$ cat config.mk
export PLATFORM = sky130hd
export DESIGN_NAME = tlssd_ctrl
export DESIGN_NICKNAME = d
export VERILOG_FILES = /design/src/rtl/tlssd_pkg.sv /design/src/rtl/tlssd_ctrl.sv
export SDC_FILE = /design/constraint.sdc
export NUM_CORES = 1
export LEC_CHECK = 0
export ABC_AREA = 1
export ABC_CLOCK_PERIOD_IN_PS = 2520
export BUFFER_PORTS_ARGS = -buffer_cell sky130_fd_sc_hd__buf_2
export CORE_AREA = 2 2 39 41
export DETAILED_ROUTE_END_ITERATION = 10
export DIE_AREA = 0 0 41 43
export PLACE_DENSITY_LB_ADDON = 0.12
export SYNTH_ARGS = -nofsm -noshare
export SYNTH_HDL_FRONTEND = slang
export SYNTH_SLANG_ARGS = --single-unit
$ cat constraint.sdc
create_clock -name i_clk -period 2.52 [get_ports i_clk]
set_input_delay 0.504 -clock i_clk [delete_from_list [all_inputs] [get_ports i_clk]]
set_output_delay 0.504 -clock i_clk [all_outputs]
set_load 0.02 [all_outputs]
$ cat src/rtl/tlssd_pkg.sv
// ----------------------------------------------------------------------------
// tlssd_pkg
// shared types, sizes and codes of the two-level stream detector
// ----------------------------------------------------------------------------
`default_nettype none

package tlssd_pkg;

    localparam int Q_N   = 16;
    localparam int C_N   = 64;
    localparam int Q_IW  = (Q_N > 1) ? $clog2(Q_N) : 1;
    localparam int C_IW  = (C_N > 1) ? $clog2(C_N) : 1;
    localparam int SEL_W = (Q_IW > C_IW) ? Q_IW : C_IW;
    localparam int N_MAX = (Q_N > C_N) ? Q_N : C_N;
    localparam int CNT_W = $clog2(N_MAX + 2);

    localparam logic [1:0] OUT_IGNORED    = 2'd0;
    localparam logic [1:0] OUT_CORE_HIT   = 2'd1;
    localparam logic [1:0] OUT_QUEUE_HIT  = 2'd2;
    localparam logic [1:0] OUT_NEW_STREAM = 2'd3;

    localparam logic [1:0] CFG_ENABLE    = 2'd0;
    localparam logic [1:0] CFG_REQ_COUNT = 2'd1;
    localparam logic [1:0] CFG_BYTE_THR  = 2'd2;

    typedef struct packed {
        logic        dir;
        logic [63:0] end_addr;
        logic [63:0] bytes;
        logic [31:0] reqs;
    } t_entry;

    typedef enum logic [3:0] {
        ST_IDLE,
        ST_CSCAN,
        ST_CCALC,
        ST_CWR,
        ST_QSCAN,
        ST_QCALC,
        ST_QWR,
        ST_PROMO,
        ST_DONE
    } t_state;

    typedef struct packed {
        logic accept;
        logic scan_clr;
        logic scan_core;
        logic scan_q;
        logic calc_core;
        logic core_wr;
        logic calc_q;
        logic q_wr;
        logic promo;
        logic out_load;
    } t_ctl_cmd;

    typedef struct packed {
        logic en;
        logic scan_done;
        logic core_hit;
        logic promote;
        logic out_free;
    } t_ctl_sts;

endpackage

`default_nettype wire

$ cat src/rtl/tlssd_ctrl.sv
// ----------------------------------------------------------------------------
// tlssd_ctrl
// sequencer: core scan, queue scan, table updates, promotion, result
// ----------------------------------------------------------------------------
`default_nettype none

module tlssd_ctrl
    import tlssd_pkg::*;
(
    input  wire logic     i_clk,
    input  wire logic     i_rst_n,
    input  wire logic     i_req_valid,
    input  wire t_ctl_sts i_sts,
    output t_ctl_cmd      o_cmd,
    output logic          o_req_stall
);

    t_state r_state;
    t_state n_state;

    always_ff @(posedge i_clk) begin
        if (!i_rst_n) begin
            r_state <= ST_IDLE;
        end else begin
            r_state <= n_state;
        end
    end

    always_comb begin
        n_state = r_state;
        unique case (r_state)
            ST_IDLE: begin
                if (i_req_valid) begin
                    n_state = i_sts.en ? ST_CSCAN : ST_DONE;
                end
            end
            ST_CSCAN: begin
                if (i_sts.scan_done) begin
                    n_state = i_sts.core_hit ? ST_CCALC : ST_QSCAN;
                end
            end
            ST_CCALC: n_state = ST_CWR;
            ST_CWR:   n_state = ST_DONE;
            ST_QSCAN: begin
                if (i_sts.scan_done) begin
                    n_state = ST_QCALC;
                end
            end
            ST_QCALC: n_state = ST_QWR;
            ST_QWR:   n_state = i_sts.promote ? ST_PROMO : ST_DONE;
            ST_PROMO: n_state = ST_DONE;
            ST_DONE: begin
                if (i_sts.out_free) begin
                    n_state = ST_IDLE;
                end
            end
            default:  n_state = ST_IDLE;
        endcase
    end

    always_comb begin
        o_cmd       = '0;
        o_req_stall = 1'b1;
        unique case (r_state)
            ST_IDLE: begin
                o_req_stall    = 1'b0;
                o_cmd.scan_clr = 1'b1;
                o_cmd.accept   = i_req_valid;
            end
            ST_CSCAN: begin
                o_cmd.scan_core = 1'b1;
                o_cmd.scan_clr  = i_sts.scan_done && !i_sts.core_hit;
            end
            ST_CCALC: o_cmd.calc_core = 1'b1;
            ST_CWR:   o_cmd.core_wr   = 1'b1;
            ST_QSCAN: o_cmd.scan_q    = 1'b1;
            ST_QCALC: o_cmd.calc_q    = 1'b1;
            ST_QWR:   o_cmd.q_wr      = 1'b1;
            ST_PROMO: o_cmd.promo     = 1'b1;
            ST_DONE:  o_cmd.out_load  = i_sts.out_free;
            default:  o_cmd           = '0;
        endcase
    end

endmodule

`default_nettype wire

Word-level counts from Yosys, hierarchy flattened
Cells that the tools add are included.

$add $sub $neg: 0. $mul: 0. Div/mod/pow operators: 0. Magnitude comparators: 0. Equality and inequality tests: 12. Shift operators: 0. Mux-type cells: 19. Bitwise operators: 0. Reduce and logical (&&, ||, !) cells: 5.

Operator list (count): $pmux W4 S8 (1); $mux W4 (6); $eq A4 B3 Y1 const B (4); $mux W1 (10); $eq A4 B2 Y1 const B (2); $ne A2 B2 Y1 const B (4); $eq A4 B1 Y1 const B (1); $eq A4 B4 Y1 const B (1); $logic_not A4 Y1 (1); $reduce_and A4 Y1 (1); $mux W3 (1); $pmux W1 S2 (1); $reduce_or A2 Y1 (1); $logic_and A1 B1 Y1 (1); $logic_not A1 Y1 (1).

Register bits: 4. Latch bits: 0. Bits in writable memories: 0. Memory bits (read-only): 0. Output and inout bits: 11. Memories: 0.

Longest topological paths before layout
Word-level depth: 3. Mapped depth: 7.

Worst setup path after synthesis
No wires, ideal clock.

Path kind: register -> output. From: reg r_state[2]. To: out o_cmd[9] in the netlist's numbering. Arrival time: 1.141 ns. Path slack: 0.875 ns. Cell stages (with the launch flop): 4. Buffers on the path: 0. Cell sequence: dfxtp_1 nor2_2 nand2_1 nor2_1.

RTL lines: start: declaration (RTL line tlssd_ctrl.sv:18) `t_state r_state;`; start signal: assignment (RTL line tlssd_ctrl.sv:25) `r_state <= n_state;`; end: declaration (RTL line tlssd_ctrl.sv:14) `output t_ctl_cmd o_cmd,`.

==> impl_metrics.toml <==
[status]
status = "completed"

[final_layout]
syn_to_final_growth_pct = 36.43
antenna-diode-count = 0
seq_area_um2 = 80.08
nets = 94
largestRegisters = "r_state: 4 flops"
fin_area_um2 = 496.7
fillers = 154
regMostFlops = "r_state"
drive_gt1_share_pct = 36.90
multi_input_area_um2 = 239.0
largest_register_ffs = 4

[clock_network]
hold_buffers = 0
htree_levels = 1
cts.root.buffer_cell = "clkbuf_4"
post_cts_resized = 0
cts_tree = "yes"
cts_buffers = 3
clk_pin_slew_ps = 40
clk_latency_ps = 230
clockBufferDepth = 2
cts_setup_buffers = 0
cts.sinks = 4

[power]
total_leakage_power_nw = 0.2833
power.density_nw_per_um2 = 699.2
vdd_drop_max_uv = 231.4

[synthesis]
ys_seq_area_share_pct = 21.99
synth_area_leaders = "dfxtp_1 22%, nand2_1 11%, nand3_1 11%, nor2_2 8.6%, inv_1 8.2%"
synth_cell_types = 15
synth_area_um2 = 364.1
ys_warn_count = 0
synth_top_cell_area_share_pct = 21.99
yosys-top-cells-count = "11 x nand2_1, 8 x inv_1, 8 x nand3_1"
synth_flop_cell = "dfxtp_1"
async_flop_share_pct = 0
ys_ff_latch = 4
yosys.cell_count.top_type = "nand2_1"
avgSynthCellArea_um2 = 5.779
syn_inst = 63
synth_edf_count = 0
syn-num-nets = 71
yosysTopAreaCell = "dfxtp_1"

[setup_path]
path_cells = "inv_2 > nor2_2 > nand3b_1 > o21ai_1 > buf_2"
timing.rr.start = "r_state[2]"
cp-endpoint = "o_cmd[8]"
required_ps = 2020
startpoint = "r_state[0]"
worstSetupPathType = "reg2out"
start_kind = "register"
crit_fanout = 6
r2r_cells = 7
cp.arrival_ps = 1350
end_kind = "output port"
timing.rr.end = "r_state[1]"
regToRegSetupSlack_ps = 1270
cp_slowest_stage_delay_ps = 440
crit_slowest_cell = "dfxtp_1"

[grt]
grt_overflow_total = 0
groute.layer.met2.usage_pct = 18.13
antenna_found_initial = 0
grt_max_degree = 11
grt_pass1_vias = 377
grt.busiest_layer = "met2"
grt_use_met1_pct = 15.38
gr-usage-all-layers_pct = 12.14
use_met3_pct = 1.571
grt_pass1_wl_um = 1476

[detailed_routing]
drc_errors = 0
viasPerCell = 4.680
postRouteAntennaNets = 0
drt_iter0_markers = 8
drt-total-wl_um = 955
vias = 468
drt-wirelength-per-cell_um = 9.550
drt_pass1_iterations = 4

[die]
dieWidth_um = 41
die-area_um2 = 1763
num_io_pins = 19
rows = 14
dieHeight_um = 43
start_util_pct = 26.31
coreArea_um2 = 1384

[timing]
timing.setup.tns_ps = 0
skew_ps = 0.4830
setup_viol = 0
finalCritPeriodShare_pct = 73.65
finalHoldViolations = 0
worstMarginPinSlew_ps = 400.9
max_slew_margin_pct = 73.24
fmax_ghz = 0.5388
finalWorstSetupSlack_ps = 663.9
rsz0062_at_grt = "false"
layout_min_cycle_time_ps = 1856
report.final.slew_viol_count = 0

[placed_design]
dp_hpwl_um = 733.2
port-buffer-count = 18
post-place-ws_ps = 896.4
place_area_um2 = 474.2
gp_congestion = 0.7579

[run]
maxCapViolCount = 0

[worst_hold_path]
worstHoldPathType = "in2reg"
-- cell type report --
| class | instances | share of cell area (%) |
|---|---|---|
| multi-input combinational | 47 | 48.11 |
| timing repair buffer | 18 | 18.14 |
| sequential | 4 | 16.12 |
| inverter | 12 | 9.068 |
| clock buffer | 3 | 4.534 |
| tap | 16 | 4.030 |
-- worst min-delay path by stage --
stage	start	end	slack, ps	cells after the start
global route	i_rst_n	r_state[1]	590	3
finish	i_rst_n	r_state[1]	550	3
floorplan	r_state[2]	r_state[3]	560	3
global placement	r_state[2]	r_state[3]	600	3
CTS	i_rst_n	r_state[1]	550	3
detailed placement	r_state[2]	r_state[3]	600	3
-- critical path: cells and delay by family (launching register included) --
family                 cells  cell delay [ps]
DFF                        1              440
AOI/OAI and AO/OA          1              130
buffers and inverters      2              260
and+or+nand+nor            2              300
-- power by group --
part	internal, mW	switching (mW)
clock	0.0534	0.0277
combinational	0.0590	0.121
sequential	0.0730	0.0132
total	0.185	0.162
-- cell families after synthesis --
kind of cell    Yosys count  synth area share [%]
flops                     4                 21.99
simple gates             38                 51.20
compound gates            9                 14.43
buf+inv                  12                 12.37
-- per-layer routing --
| layer | routed length (um) | vias up | share of wire [%] |
|---|---|---|---|
| met2 | 474 | 17 | 50 |
| met1 | 420 | 204 | 44 |
| met4 | 0 | 0 | 0 |
| met5 | 0 | - | 0 |
| li1 | - | 247 | - |
| met3 | 60 | 0 | 6.3 |
-- per-stage QoR --
step	power (mW)	util, %	hold WS (ps)	cells
after floorplan	0.2174	-	561.9	63
after global placement	0.2716	34.27	603.5	97
after detailed placement	0.2687	34.27	603.9	97
after CTS	0.3537	35.90	545.6	100
after global routing	0.3762	35.90	590.2	100
final	0.3473	35.90	546.1	100
-- cell usage in the layout (no fill, tap or decap) --
master    instances
inv_2             4
nand2_1          11
o21ai_1           2
dfxtp_1           4
o211ai_1          2
buf_2            18
nor2_2            5
clkbuf_4          3
nor2_1            7
o21bai_1          1
nor3_1            3
o21ai_0           1
inv_1             8
a21oi_1           3
nand3_1           8
nand3_2           1
nand3b_1          3
Note: power is estimated with default switching activity, not from simulation.
